--- src/rtl/core/i2cbs_pkg.sv ---
// Shared types, codes and the control program of the I2C master bit sequencer.
package i2cbs_pkg;

  localparam int BYTE_BITS = 8;
  localparam int HOLD_W    = 16;
  localparam int STEP_W    = 5;
  localparam int BIT_CNT_W = $clog2(BYTE_BITS);

  typedef logic [STEP_W-1:0]    step_t;
  typedef logic [BIT_CNT_W-1:0] bit_cnt_t;

  // Command codes on req_type.
  typedef enum logic [2:0] {
    REQ_START      = 3'd0,
    REQ_RESTART    = 3'd1,
    REQ_STOP       = 3'd2,
    REQ_WRITE_BYTE = 3'd3,
    REQ_READ_BYTE  = 3'd4,
    REQ_WRITE_ADDR = 3'd5
  } req_t;

  typedef enum logic [1:0] {
    ST_OK        = 2'd0,
    ST_START_BSY = 2'd1,
    ST_BUS_IDLE  = 2'd2
  } status_t;

  typedef enum logic [1:0] {
    SCL_KEEP = 2'd0,
    SCL_LOW  = 2'd1,
    SCL_HIGH = 2'd2
  } scl_sel_t;

  typedef enum logic [1:0] {
    SDA_LOW  = 2'd0,
    SDA_HIGH = 2'd1,
    SDA_BIT  = 2'd2,
    SDA_ACK  = 2'd3
  } sda_sel_t;

  // One control word per program step.
  typedef struct packed {
    scl_sel_t scl_sel;
    sda_sel_t sda_sel;
    logic     sample;
    logic     last;
    logic     shift;
    logic     loop;
    logic     take_ack;
    logic     rx_out;
    logic     err;
    step_t    target;
  } ctrl_t;

  // Entry points of the program.
  localparam step_t STEP_START = step_t'(0);
  localparam step_t STEP_STOP  = step_t'(4);
  localparam step_t STEP_WRITE = step_t'(7);
  localparam step_t STEP_WLOOP = step_t'(9);
  localparam step_t STEP_READ  = step_t'(13);
  localparam step_t STEP_RBIT  = step_t'(14);
  localparam step_t STEP_ERROR = step_t'(19);

  function automatic ctrl_t cw(input scl_sel_t s, input sda_sel_t d, input logic sample,
                               input logic last, input logic shift, input logic loop,
                               input logic take_ack, input logic rx_out, input logic err,
                               input step_t target);
    ctrl_t c;
    c.scl_sel  = s;
    c.sda_sel  = d;
    c.sample   = sample;
    c.last     = last;
    c.shift    = shift;
    c.loop     = loop;
    c.take_ack = take_ack;
    c.rx_out   = rx_out;
    c.err      = err;
    c.target   = target;
    return c;
  endfunction

  // The control program. Flags: sample, last, shift, loop, take_ack, rx_out, err.
  function automatic ctrl_t prog_rom(input step_t step);
    ctrl_t c;
    unique case (step)
      // Start or repeated start.
      step_t'(0):  c = cw(SCL_KEEP, SDA_HIGH, 0, 0, 0, 0, 0, 0, 0, STEP_START);
      step_t'(1):  c = cw(SCL_HIGH, SDA_HIGH, 0, 0, 0, 0, 0, 0, 0, STEP_START);
      step_t'(2):  c = cw(SCL_HIGH, SDA_LOW,  0, 0, 0, 0, 0, 0, 0, STEP_START);
      step_t'(3):  c = cw(SCL_LOW,  SDA_LOW,  0, 1, 0, 0, 0, 0, 0, STEP_START);
      // Stop.
      step_t'(4):  c = cw(SCL_KEEP, SDA_LOW,  0, 0, 0, 0, 0, 0, 0, STEP_START);
      step_t'(5):  c = cw(SCL_HIGH, SDA_LOW,  0, 0, 0, 0, 0, 0, 0, STEP_START);
      step_t'(6):  c = cw(SCL_HIGH, SDA_HIGH, 0, 1, 0, 0, 0, 0, 0, STEP_START);
      // Write: eight data bits, then the acknowledge slot.
      step_t'(7):  c = cw(SCL_KEEP, SDA_BIT,  0, 0, 0, 0, 0, 0, 0, STEP_START);
      step_t'(8):  c = cw(SCL_HIGH, SDA_BIT,  0, 0, 0, 0, 0, 0, 0, STEP_START);
      step_t'(9):  c = cw(SCL_LOW,  SDA_BIT,  0, 0, 1, 1, 0, 0, 0, STEP_WRITE);
      step_t'(10): c = cw(SCL_KEEP, SDA_HIGH, 0, 0, 0, 0, 0, 0, 0, STEP_START);
      step_t'(11): c = cw(SCL_HIGH, SDA_HIGH, 1, 0, 0, 0, 1, 0, 0, STEP_START);
      step_t'(12): c = cw(SCL_LOW,  SDA_HIGH, 0, 1, 0, 0, 0, 0, 0, STEP_START);
      // Read: release SDA, eight samples, then drive the acknowledge.
      step_t'(13): c = cw(SCL_KEEP, SDA_HIGH, 0, 0, 0, 0, 0, 0, 0, STEP_START);
      step_t'(14): c = cw(SCL_HIGH, SDA_HIGH, 1, 0, 1, 0, 0, 0, 0, STEP_START);
      step_t'(15): c = cw(SCL_LOW,  SDA_HIGH, 0, 0, 0, 1, 0, 0, 0, STEP_RBIT);
      step_t'(16): c = cw(SCL_KEEP, SDA_ACK,  0, 0, 0, 0, 0, 0, 0, STEP_START);
      step_t'(17): c = cw(SCL_HIGH, SDA_ACK,  0, 0, 0, 0, 0, 0, 0, STEP_START);
      step_t'(18): c = cw(SCL_LOW,  SDA_ACK,  0, 1, 0, 0, 0, 1, 0, STEP_START);
      // Refused command: a single result with the lines unchanged.
      step_t'(19): c = cw(SCL_KEEP, SDA_HIGH, 0, 1, 0, 0, 0, 0, 1, STEP_START);
      default:     c = cw(SCL_KEEP, SDA_HIGH, 0, 1, 0, 0, 0, 0, 1, STEP_START);
    endcase
    return c;
  endfunction

endpackage

--- src/rtl/core/i2cbs_microseq.sv ---
// Step counter, bit loop counter and control store of the bit sequencer.
module i2cbs_microseq
  import i2cbs_pkg::*;
(
  input  logic  clk,
  input  logic  rst,
  input  logic  load,
  input  step_t entry,
  input  logic  advance,
  output ctrl_t ctrl
);

  step_t    step;
  bit_cnt_t bit_cnt;

  assign ctrl = prog_rom(step);

  always_ff @(posedge clk) begin
    if (rst) begin
      step    <= STEP_START;
      bit_cnt <= '0;
    end else if (load) begin
      step    <= entry;
      bit_cnt <= bit_cnt_t'(BYTE_BITS - 1);
    end else if (advance) begin
      // A loop step jumps back until every bit of the byte has been handled.
      if (ctrl.loop && (bit_cnt != '0)) begin
        step    <= ctrl.target;
        bit_cnt <= bit_cnt - bit_cnt_t'(1);
      end else begin
        step <= step + step_t'(1);
      end
    end
  end

endmodule

--- src/rtl/core/i2c_master_bit_sequencer.sv ---
// I2C master bit sequencer: turns bus commands into ordered SCL/SDA line phases.
//
// Input channel (in_valid/in_ready): one bus command per transfer, with the
// target's sampled levels (slave_data, slave_ack) supplied alongside it.
// Output channel (out_valid/out_ready): one transfer per line phase, the final
// one of a command flagged by last. Configuration channel (cfg_valid/cfg_ready)
// writes phase_hold, the number of extra cycles spent before each phase.
// One command is handled at a time; in_ready is high only while idle.
// In each phase the hold counter first runs down from phase_hold; then the
// control word is applied and the result registered, and then the output
// transfer follows once out_ready is high. A write has 27 line phases, a read
// 20, a start 4 and a stop 3.
// A refused command gives one result. Command codes six and seven are dropped.
// The pace is set by the control program stepping one phase at a time.
// If out_ready is low the result register holds and the sequencer waits.
// Reset releases both lines, clears the busy flag, the last acknowledge and
// phase_hold, and returns the block to idle.
module i2c_master_bit_sequencer
  import i2cbs_pkg::*;
(
  input  logic              clk,
  input  logic              rst,
  input  logic              in_valid,
  output logic              in_ready,
  input  logic [2:0]        req_type,
  input  logic [7:0]        tx_byte,
  input  logic [6:0]        target_address,
  input  logic              direction,
  input  logic              ack_level,
  input  logic [7:0]        slave_data,
  input  logic              slave_ack,
  output logic              out_valid,
  input  logic              out_ready,
  output logic              scl_level,
  output logic              sda_level,
  output logic              sample_point,
  output logic              last,
  output logic [1:0]        status,
  output logic [7:0]        rx_byte,
  output logic              ack_seen,
  input  logic              cfg_valid,
  output logic              cfg_ready,
  input  logic [HOLD_W-1:0] phase_hold
);

  typedef enum logic [2:0] {
    S_IDLE = 3'b001,
    S_HOLD = 3'b010,
    S_EMIT = 3'b100
  } state_t;

  state_t state, state_next;

  logic [HOLD_W-1:0] hold_reg;
  logic [HOLD_W-1:0] hold_cnt;
  logic              bus_busy;
  logic              last_ack;
  logic              scl_drive;
  logic              sda_drive;

  logic [7:0] shreg;
  logic [7:0] rx_acc;
  logic       ack_level_r;
  logic       slave_ack_r;
  status_t    err_status;

  logic    accept;
  logic    req_ok;
  logic    refuse_busy;
  logic    refuse_idle;
  logic    exec;
  logic    advance;
  step_t   entry;
  ctrl_t   ctrl;
  logic    scl_new;
  logic    sda_new;

  assign in_ready  = (state == S_IDLE);
  assign out_valid = (state == S_EMIT);
  assign cfg_ready = 1'b1;

  assign req_ok      = (req_type <= 3'(REQ_WRITE_ADDR));
  assign accept      = in_valid && in_ready && req_ok;
  assign refuse_busy = (req_type == 3'(REQ_START)) && bus_busy;
  assign refuse_idle = (req_type != 3'(REQ_START)) && !bus_busy;
  assign exec        = (state == S_HOLD) && (hold_cnt == '0);
  assign advance     = (state == S_EMIT) && out_ready && !last;

  always_comb begin
    if (refuse_busy || refuse_idle) begin
      entry = STEP_ERROR;
    end else begin
      unique case (req_type)
        3'(REQ_START), 3'(REQ_RESTART):       entry = STEP_START;
        3'(REQ_STOP):                         entry = STEP_STOP;
        3'(REQ_WRITE_BYTE), 3'(REQ_WRITE_ADDR): entry = STEP_WRITE;
        3'(REQ_READ_BYTE):                    entry = STEP_READ;
        default:                              entry = STEP_ERROR;
      endcase
    end
  end

  i2cbs_microseq u_seq (
    .clk     (clk),
    .rst     (rst),
    .load    (accept),
    .entry   (entry),
    .advance (advance),
    .ctrl    (ctrl)
  );

  // Line levels selected by the current control word; refusals keep the lines.
  always_comb begin
    unique case (ctrl.scl_sel)
      SCL_LOW:  scl_new = 1'b0;
      SCL_HIGH: scl_new = 1'b1;
      default:  scl_new = scl_drive;
    endcase
    unique case (ctrl.sda_sel)
      SDA_LOW:  sda_new = 1'b0;
      SDA_HIGH: sda_new = 1'b1;
      SDA_BIT:  sda_new = shreg[7];
      SDA_ACK:  sda_new = ack_level_r;
      default:  sda_new = sda_drive;
    endcase
    if (ctrl.err) begin
      scl_new = scl_drive;
      sda_new = sda_drive;
    end
  end

  always_comb begin
    state_next = state;
    unique case (state)
      S_IDLE: if (accept) state_next = S_HOLD;
      S_HOLD: if (exec) state_next = S_EMIT;
      S_EMIT: begin
        if (out_ready) state_next = last ? S_IDLE : S_HOLD;
      end
      default: state_next = S_IDLE;
    endcase
  end

  // Control state.
  always_ff @(posedge clk) begin
    if (rst) begin
      state     <= S_IDLE;
      hold_reg  <= '0;
      hold_cnt  <= '0;
      bus_busy  <= 1'b0;
      last_ack  <= 1'b0;
      scl_drive <= 1'b1;
      sda_drive <= 1'b1;
    end else begin
      state <= state_next;
      if (cfg_valid && cfg_ready) begin
        hold_reg <= phase_hold;
      end
      if (accept || advance) begin
        hold_cnt <= hold_reg;
      end else if ((state == S_HOLD) && (hold_cnt != '0)) begin
        hold_cnt <= hold_cnt - HOLD_W'(1);
      end
      if (accept && !refuse_busy && !refuse_idle) begin
        if (req_type == 3'(REQ_START)) begin
          bus_busy <= 1'b1;
        end else if (req_type == 3'(REQ_STOP)) begin
          bus_busy <= 1'b0;
        end
      end
      if (exec) begin
        scl_drive <= scl_new;
        sda_drive <= sda_new;
        if (ctrl.take_ack) begin
          last_ack <= slave_ack_r;
        end
      end
    end
  end

  // Command operands and the result register.
  always_ff @(posedge clk) begin
    if (accept) begin
      ack_level_r <= ack_level;
      slave_ack_r <= slave_ack;
      rx_acc      <= '0;
      err_status  <= refuse_busy ? ST_START_BSY : ST_BUS_IDLE;
      if (req_type == 3'(REQ_WRITE_ADDR)) begin
        shreg <= {target_address, direction};
      end else if (req_type == 3'(REQ_READ_BYTE)) begin
        shreg <= slave_data;
      end else begin
        shreg <= tx_byte;
      end
    end else if (exec && ctrl.shift) begin
      // Bits leave MSB first; on a read the sampled bit enters the accumulator.
      shreg  <= {shreg[6:0], 1'b0};
      rx_acc <= {rx_acc[6:0], shreg[7]};
    end
    if (exec) begin
      scl_level    <= scl_new;
      sda_level    <= sda_new;
      sample_point <= ctrl.sample;
      last         <= ctrl.last;
      status       <= ctrl.err ? 2'(err_status) : 2'(ST_OK);
      rx_byte      <= ctrl.rx_out ? rx_acc : 8'd0;
      ack_seen     <= ctrl.take_ack ? slave_ack_r : last_ack;
    end
  end

endmodule

--- config.mk ---
export PLATFORM = sky130hd
export DESIGN_NAME = i2c_master_bit_sequencer
export DESIGN_NICKNAME = d
export VERILOG_FILES = /design/src/rtl/core/i2cbs_pkg.sv /design/src/rtl/core/i2cbs_microseq.sv /design/src/rtl/core/i2c_master_bit_sequencer.sv
export SDC_FILE = /design/constraint.sdc
export NUM_CORES = 1
export LEC_CHECK = 0
export ABC_AREA = 1
export BUFFER_PORTS_ARGS = -buffer_cell sky130_fd_sc_hd__buf_2
export CAP_MARGIN = 40
export CORE_AREA = 2 2 119 121
export CTS_CLUSTER_DIAMETER = 200
export DETAILED_ROUTE_END_ITERATION = 8
export DIE_AREA = 0 0 121 123
export PLACE_DENSITY = 0.55
export REMOVE_ABC_BUFFERS = 1
export SYNTH_ARGS = -nofsm -noshare
export SYNTH_HDL_FRONTEND = slang
export SYNTH_SLANG_ARGS = --single-unit
--- constraint.sdc ---
create_clock -name clk -period 3.1 [get_ports clk]
set_input_delay 0.155 -clock clk [delete_from_list [all_inputs] [get_ports clk]]
set_output_delay 0.155 -clock clk [all_outputs]
set_load 0.1 [all_outputs]
After elaboration in Yosys (flattened, before gate mapping)
Memories as Yosys holds them, arrays and structs flattened. A register that Yosys moved wholly into a read port is not among the register bits.
Cells that the tools add are included.

word-level totals
  register bits after elaboration = 82
  logic and storage cells = 105
  memory bits (read-only) = 480
  input bits = 50
  memories = 1
  output and inout port bits = 18

memory list
  memory            depth  bits a word  rd ports  clocked after memory_dff  write ports  RTL line         source
  (name not given)  32     15           1         1                         0            i2cbs_pkg.sv:85  unique case (step)

operators by class
  multiplexer cells = 29
  eq/ne operators = 16
  $add $sub $neg = 3
  reductions and logical operators = 34
  order comparisons = 1

operators by type and width
  cell                     count
  $mux W16                 2
  $mux W8                  4
  $mux W5                  6
  $pmux W5 S4              1
  $mux W3                  6
  $logic_not A16 Y1        1
  $reduce_bool A16 Y1      1
  $sub A16 B1 Y16 const B  1
  $logic_and A1 B1 Y1      12
  $reduce_bool A2 Y1       5
  $eq A3 B2 Y1 const B     3
  $eq A3 B3 Y1 const B     3
  $pmux W3 S3              1
  $eq A2 B2 Y1 const B     3
  $eq A3 B1 Y1 const B     2
  $reduce_bool A3 Y1       2
  $add A5 B1 Y5 const B    1
  $mux W1                  5
  $eq A2 B1 Y1 const B     2
  $logic_not A1 Y1         4
  $mux W2                  2
  $ne A2 B1 Y1 const B     2
  $pmux W1 S4              1
  $reduce_and A2 Y1        2
  9 further kinds          11

Logic depth before layout (Yosys ltp)
Gate-level depths: netlist (run 1).

  depth in word-level cells = 7
  gate-level depth with buffers = 17
  depth with buffers taken out = 17

Hierarchy
A second synthesis (run 1) with hierarchy kept.

second synthesis, totals
  cell total of the unflattened synthesis = 646
  area total of the unflattened synthesis = 4877.2 um^2

by module, submodules not included
  module                    cells each  sequential area each (um^2)  area an instance (um^2)  times used
  i2c_master_bit_sequencer  490         1751.7                       3723.6                   1
  i2cbs_microseq            156         420.4                        1153.6                   1

Worst setup path after synthesis (run 1)
No wires, ideal clock.

  path kind = reg2reg
  start = reg state[2]
  end = reg state[0]
  path slack = 0.061 ns
  arrival = 2.891 ns
  library setup time = 0.147 ns
  period minus slack after synthesis = 3.039 ns
  cell stages (with the launch flop) = 6
  path buffers = 0
  required time = 2.953 ns
  path through = dfxtp_1 > inv_1 > nor3_1 > nand2_1 > nand2_1 > o311ai_0

between the ends
  elaborated cells on any way between the ends = 11
  classes of those cells = 6 x eq/ne; 1 x mux; 4 x reduce/logical

RTL lines
  item                                RTL line                         source
  start, declared                     i2c_master_bit_sequencer.sv:52   state_t state, state_next;
  start signal, assigned              i2c_master_bit_sequencer.sv:155  state <= state_next;
  $eq A3 B3 Y1 *                      --
  via out_valid                       i2c_master_bit_sequencer.sv:32   output logic out_valid,
  $ne A2 B1 Y1 (no source line)       --
  $reduce_and A3 Y1 (no source line)  --

Mark *: on every way through the listed nets, which the timed path passes. The rest lies on a longest branch.
A chain may end at the register's enable or synchronous reset.

Worst setup path in the final report (run 1)
  start = reg state[2]
  end = reg u_seq.ctrl[10] (netlist name)

between the ends
  longest elaborated chain between the ends = 6
  elaborated cells on any way between the ends = 10
  classes of those cells = 2 x eq/ne; 3 x mux; 5 x reduce/logical

ends and longest elaborated chain
  item                                                  RTL line
  $eq A3 B1 Y1 / $eq A3 B3 Y1 (equally long branches)   i2c_master_bit_sequencer.sv:78, i2c_master_bit_sequencer.sv:87
  $logic_and A1 B1 Y1 (on tied branches) (2 in series)  i2c_master_bit_sequencer.sv:83, i2c_master_bit_sequencer.sv:87
  $mux W5 / $reduce_bool A2 Y1 (equally long branches)  --
  $mux W5 (no source line) * (2 in series)              --

Mark *: on every way between the ends. The rest lies on a longest branch, timed or not.

==> summary.md, run 1 <==
| Metric | Value |
|---|---|
| Worst setup path end | `u_seq.ctrl[10]` |
| Number of fill cells | `1410` |
| Crit Path Class | `register to register` |
| Crit path max fanout | `27` |
| Post-route minimum period | `2.39 ns` |
| Min-delay src | `phase_hold[1]` |
| Post-synthesis area per instance | `7.85 µm²` |
| FP Rows | `43` |
| Final HPWL DP | `7620 µm` |
| CP arrival | `2.63 ns` |
| Vias per Instance | `4.70` |
| CTS root buf | `clkbuf_16` |
| Num ports | `68` |
| Unique cell type count in the Yosys netlist | `42` |
| Final cell count without fillers | `849` |
| Count of endpoints failing hold in the final timing report | `0` |
| H-Tree Depth | `3` |
| Hold Crit Class | `input port to register` |
| Total iterations of the first detailed-routing run | `4` |
| Number of max-cap violations | `0` |
| Area of the die | `14900 µm²` |
| TritonCTS Buffers | `9` |
| Clock-pin slew on the worst setup and hold paths | `0.07 ns` |
| FF/Latch Area | `2170 µm²` |
| Layout area overhead | `17.8%` |
| Area leader, netlist | `dfxtp_1` |
| Core Area | `13600 µm²` |
| Post-DRT Antenna Nets | `0` |
| Sequential element share of the synthesized area | `46.4%` |
| CP Cell Sequence | `nor2_2 > nand3_4 > nand2_4 > or2_2 > nand3_1 > inv_1 > ha_1 > nand2_1 > nand2_1 > nand2_1 > nand2_1 > nand2_1 > nand2_1` |
| RSZ-0062 raised after global routing | `false` |
| Max Freq | `0.419 GHz` |
| Largest net degree at the start of global routing | `28` |
| Layout cell share with drive strength beyond 1 | `19.0%` |
| Post-route worst setup slack | `0.714 ns` |
| GR Overflow Total | `0` |
| Placed insts | `831` |
| Diode count | `0` |
| Main flop type after synthesis | `dfxtp_1` |
| WL per Instance | `12.2 µm` |
| Nets@finish | `727` |
| DR iter-0 viols | `185` |
| Max Transition Viols Final | `0` |
| Initial Util | `34.4%` |
| TNS Setup | `0 ns` |
| Multi-input logic area | `2120 µm²` |
| Final-report setup violation count | `0` |
| Ys async rst share | `0%` |
| Die width | `121 µm` |
| Top-area cell type share of the netlist area | `29.1%` |
| Worst Setup End Kind | `register` |
| Max Root-Sink Buffers | `2` |
| First-pass GRT wire length | `17300 µm` |
| Crit-path leading delay family | `simple AND/OR/NAND/NOR gates` |
| Relative slew slack | `58.7%` |
| WP buf/inv | `1` |
| CP Launch Type | `register` |
| IO Port Bufs | `66` |
| Yosys reg bits | `95` |
| Number of global-route vias before repair | `3702` |
| Setup crit start | `state[2]` |
| Overall power | `0.00315 W` |
| Reg2reg end | `u_seq.ctrl[10]` |
| Clock latency on the worst-skew pair | `0.36 ns` |
| Final period utilization | `77.0%` |
| Antenna violations before repair | `0` |
| FF-to-FF setup slack | `0.71 ns` |
| Post-route DRC violation count | `0` |
| Most used cell, CP | `nand2_1` |
| Worst-margin pin slew | `0.619 ns` |
| Synth warn | `0` |
| Final clock skew | `0.0104 ns` |
| Slowest cell on the critical path | `dfxtp_1` |
| Worst hold margin | `0.0138 ns` |
| Pwr dens | `571 nW/µm²` |
| Routed vias | `3987` |
| Total GRT Usage | `14.8%` |
| CTS tree | `built` |
| R2r startpoint | `state[2]` |
| Critical Path Max Stage Delay | `0.44 ns` |
| Worst Path Required | `3.35 ns` |
| EDFF count, synth | `27` |
| Worst IR Drop VDD | `354 µV` |
| Mapped Area | `4680 µm²` |
| Status | `complete, no violations` |
| Cell depth of the worst flop-to-flop path | `13` |
| Gpl congestion | `0.893` |
| Post-Place Worst Slack | `0.662 ns` |
| Final WL | `10400 µm` |
| Pleak | `2.58 nW` |
| Die height | `123 µm` |
| Crit path depth | `13` |
| Syn Inst Count | `596` |
| Top area cells in the synthesized netlist | `dfxtp_1 (29%), edfxtp_1 (17%), nand2_1 (9.1%)` |
| Clk sink count | `95` |
[routing by layer]
metal	GRT usage (%)	vias to the layer above	share of wire [%]
met5	0	-	0
met4	7.56	0	2.1
met3	3.55	17	5.3
met2	24.6	82	48
met1	17.8	1806	45
li1	-	2082	-
[tightest hold or removal path: stages]
cell and delay, ns:
buf_2 0.07, nor2_1 0.03, nor2_1 0.08
[metrics by stage]
step                      util (%)  cell area, µm²
after floorplan                  -            4600
after global placement        38.2            5200
after detailed placement      38.2            5200
after CTS                     40.5            5510
after global routing          40.5            5510
final                         40.5            5510
[cells in the final DEF, fill, tap and decap left out, drive strengths merged, types with 6 or more instances in the layout]
| master | netlist | layout |
|---|---|---|
| nand2 | 124 | 124 |
| nor2 | 82 | 82 |
| inv | 79 | 82 |
| buf | 5 | 72 |
| dfxtp | 68 | 68 |
| o21ai | 49 | 49 |
| nand3 | 40 | 40 |
| a21oi | 33 | 33 |
| edfxtp | 27 | 27 |
| ha | 13 | 13 |
| nor3 | 12 | 12 |
| o211ai | 9 | 9 |
| clkbuf | 12 | 9 |
| xor2 | 8 | 8 |
| nand4 | 8 | 8 |
| or2 | 7 | 7 |
| clkinv | 3 | 6 |
[cells by family after synthesis]
kind of cell	count (synthesis)	share of synthesized area (%)
AND/OR/NAND/NOR	276	27.9
buffers and inverters	99	8.29
multiplexers	1	0.241
AO/OA/AOI/OAI	101	11.8
flip-flops	95	46.4
adder cells (fa/ha/maj)	13	3.48
XOR/XNOR	10	1.87
other	1	0.0801
[layout make-up]
| class | instances | share of cell area, % |
|---|---|---|
| clock buffer | 9 | 4.08 |
| tap | 180 | 4.08 |
| timing repair buffer | 74 | 7.17 |
| clock inverter | 7 | 1.18 |
| inverter | 82 | 5.63 |
| sequential | 95 | 39.4 |
| multi-input combinational | 402 | 38.5 |
[Yosys cell counts, types with 5 or more instances]
master,instances
inv_1,73
nor3_1,11
nand4_1,7
clkbuf_1,12
nand3_1,35
or2_2,7
o21ai_0,43
inv_2,5
a21oi_1,32
o21ai_1,6
ha_1,13
xor2_1,8
nand2_4,6
nor2_1,76
dfxtp_1,68
o211ai_1,9
nand2_1,114
edfxtp_1,27
[timing repair]
action,CTS,global route
setup buffers,0,0
endpoints found under the hold margin,2,0
hold buffers,2,0
resized for setup,0,0
setup endpoints to repair,0,0
[power by group]
group	internal (W)	leakage, nW	switching, W
Sequential	0.00136	0.820	0.0000562
Clock	0.000559	0.140	0.000518
Combinational	0.000228	1.62	0.000426
Total	0.00215	2.58	0.00100
[worst min path at each step]
stage                    to  depth (start not counted)  slack [ns]
2_1_floorplan   hold_cnt[0]                          1        0.22
6_report        hold_reg[1]                          3        0.01
4_1_cts         hold_reg[1]                          3       0.003
5_1_grt        hold_reg[10]                          3        0.01
3_5_place_dp    ack_level_r                          1        0.34
3_3_place_gp    ack_level_r                          1        0.33
(Power assumes the default switching activity.)
==> run 2: changes to the inputs <==
clock period = 2.3 ns   (was 3.1 ns; I/O delays follow)
==> run 2 against run 1 <==
Net effect: register-to-register slack got worse by 0.52 ns; final cell count rose by 2.1%; maximum frequency rose by 13%; setup slack got worse by 0.52 ns; combinational power rose by 39%; largest power group unchanged.
==> summary.md, run 2 (synthesis gave the netlist of run 1 again) <==
| Metric | Value |
|---|---|
| Number of global-route vias before repair | `3813 (+3.0%)` |
| Pleak | `2.66 nW (+3.2%)` |
| FP Rows | `43 (unchanged)` |
| DR iter-0 viols | `169 (-8.6%)` |
| Final cell count without fillers | `867 (+2.1%)` |
| CP Launch Type | `register` |
| Post-DRT Antenna Nets | `0 (unchanged)` |
| Final clock skew | `0.0109 ns (+0.000505 ns)` |
| Antenna violations before repair | `0 (unchanged)` |
| Cell depth of the worst flop-to-flop path | `16 (+3)` |
| Worst hold margin | `0.0323 ns (+0.0185 ns)` |
| FF-to-FF setup slack | `0.19 ns (-0.52 ns)` |
| Max Root-Sink Buffers | `2 (unchanged)` |
| Worst Setup End Kind | `register` |
| Final HPWL DP | `7710 µm (+1.1%)` |
| Final period utilization | `91.6% (+15 points)` |
| Nets@finish | `745 (+2.5%)` |
| Hold Crit Class | `input port to register` |
| Num ports | `68 (unchanged)` |
| Total GRT Usage | `15.0% (+0.20 points)` |
| CTS root buf | `clkbuf_16` |
| Count of endpoints failing hold in the final timing report | `0 (unchanged)` |
| Min-delay src | `req_type[1]` |
| R2r startpoint | `u_seq.bit_cnt[0]` |
| Number of max-cap violations | `0 (unchanged)` |
| Reg2reg end | `u_seq.ctrl[10]` |
| Commonest non-fill, non-tap cells in the layout | `nand2_1 (114), nor2_1 (75), inv_1 (73), dfxtp_1 (67), buf_2 (66)` |
| Max Transition Viols Final | `0 (unchanged)` |
| Initial Util | `34.4% (unchanged)` |
| IO Port Bufs | `66 (unchanged)` |
| Crit Path Class | `register to register` |
| GR Overflow Total | `0 (unchanged)` |
| CP arrival | `2.35 ns (-0.28 ns)` |
| First-pass GRT wire length | `17800 µm (+2.8%)` |
| Post-route DRC violation count | `0 (unchanged)` |
| Diode count | `0 (unchanged)` |
| Clk sink count | `95 (unchanged)` |
| RSZ-0062 raised after global routing | `false` |
| Core Area | `13600 µm² (unchanged)` |
| Most common cell after layout, fill and taps aside | `nand2_1` |
| Final WL | `10600 µm (+2.2%)` |
| Die height | `123 µm (unchanged)` |
| Setup crit start | `u_seq.bit_cnt[0]` |
| Post-CTS Setup Inserts | `0 (unchanged)` |
| Pwr dens | `756 nW/µm² (+32%)` |
| Gpl congestion | `0.905 (+1.4%)` |
| Final Instance Area | `5710 µm² (+3.6%)` |
| Worst IR Drop VDD | `466 µV (+32%)` |
| CTS tree | `built` |
| Die width | `121 µm (unchanged)` |
| Final-report setup violation count | `0 (unchanged)` |
| H-Tree Depth | `3 (unchanged)` |
| Clock latency on the worst-skew pair | `0.35 ns (about the same)` |
| TritonCTS Buffers | `9 (unchanged)` |
| Status | `complete, no violations` |
| Layout area overhead | `22.0%` |
| Crit path max fanout | `4 (-85%)` |
| Hold depth | `2 (-1)` |
| TNS Setup | `0 ns (unchanged)` |
| WL per Instance | `12.2 µm (about the same)` |
| Largest net degree at the start of global routing | `24 (-14%)` |
| Clock-pin slew on the worst setup and hold paths | `0.07 ns (about the same)` |
| Post-route minimum period | `2.11 ns (-0.278 ns)` |
| Hold endpoint | `bus_busy` |
| Total iterations of the first detailed-routing run | `4 (unchanged)` |
| Worst Path Required | `2.54 ns (-0.81 ns)` |
| Max Freq | `0.474 GHz (+13%)` |
| Vias per Instance | `4.65 (-1.0%)` |
| DP Area | `5250 µm² (+0.82%)` |
| Layout cell share with drive strength beyond 1 | `19.4% (+0.38 points)` |
| Routed vias | `4030 (+1.1%)` |
| Area of the die | `14900 µm² (unchanged)` |
| Placed insts | `835 (+0.48%)` |
==> run 2: per-layer routing <==
metal	wire length (µm)	track usage, %	up-vias
met5	0	0	-
met4	195	6.47	0
met3	298	3.14	15
met2	5170	26.1	55
met1	4920	17.9	1844
li1	-	-	2116
==> run 2: area by class of cell <==
class                      count  area [µm²]
clock buffer                  10         229
inverter                      82         310
timing repair buffer          92         578
fill                        1382        7900
multi-input combinational    402        2130
clock inverter                 6        67.6
sequential                    95        2170
tap                          180         225
==> run 2: power breakdown <==
group          total (W)  internal [W]  leakage (nW)  switching, W
Clock            0.00150      0.000849         0.139      0.000649
Sequential       0.00191       0.00184         0.820     0.0000719
Combinational   0.000907      0.000331          1.70      0.000576
Total            0.00432       0.00302          2.66       0.00130
==> run 2: worst max-delay path, stage by stage (launching register included) <==
cell and delay (ns):
dfxtp_2 0.34, inv_1 0.04, ha_1 0.18, ha_1 0.20
nor2_2 0.12, o21ai_0 0.09, o22ai_1 0.16, nand2_1 0.08
nand3_2 0.10, inv_1 0.07, ha_1 0.24, nand2_1 0.12
nand2_1 0.06, nand2_1 0.05, nand2_1 0.05, nand2_1 0.05
nand2_1 0.04
==> run 2: per-stage QoR <==
| step | setup WS [ns] | utilization, % | total power [W] |
|---|---|---|---|
| finish | 0.193 | 42.0 | 0.00432 |
| global route | 0.00787 | 42.0 | 0.00457 |
| global placement | 0.149 | 38.5 | 0.00282 |
| floorplan | -0.749 | - | 0.00259 |
| detailed placement | 0.0636 | 38.5 | 0.00283 |
| CTS | 0.0603 | 41.9 | 0.00437 |
==> run 2: repair_timing <==
action,CTS,global route
hold buffers,16,0
resized for setup,0,3
endpoints found under the setup margin,0,12
endpoints found under the hold margin,16,0
==> run 2: worst max-delay path by stage <==
stage	endpoint	slack, ns	cells after the start
final	u_seq.ctrl[10]	0.19	16
after global routing	u_seq.ctrl[14]	0.008	15
after CTS	u_seq.ctrl[10]	0.06	16
after detailed placement	u_seq.ctrl[10]	0.06	18
after global placement	u_seq.ctrl[10]	0.15	16
after floorplan	state[0]	-0.75	5
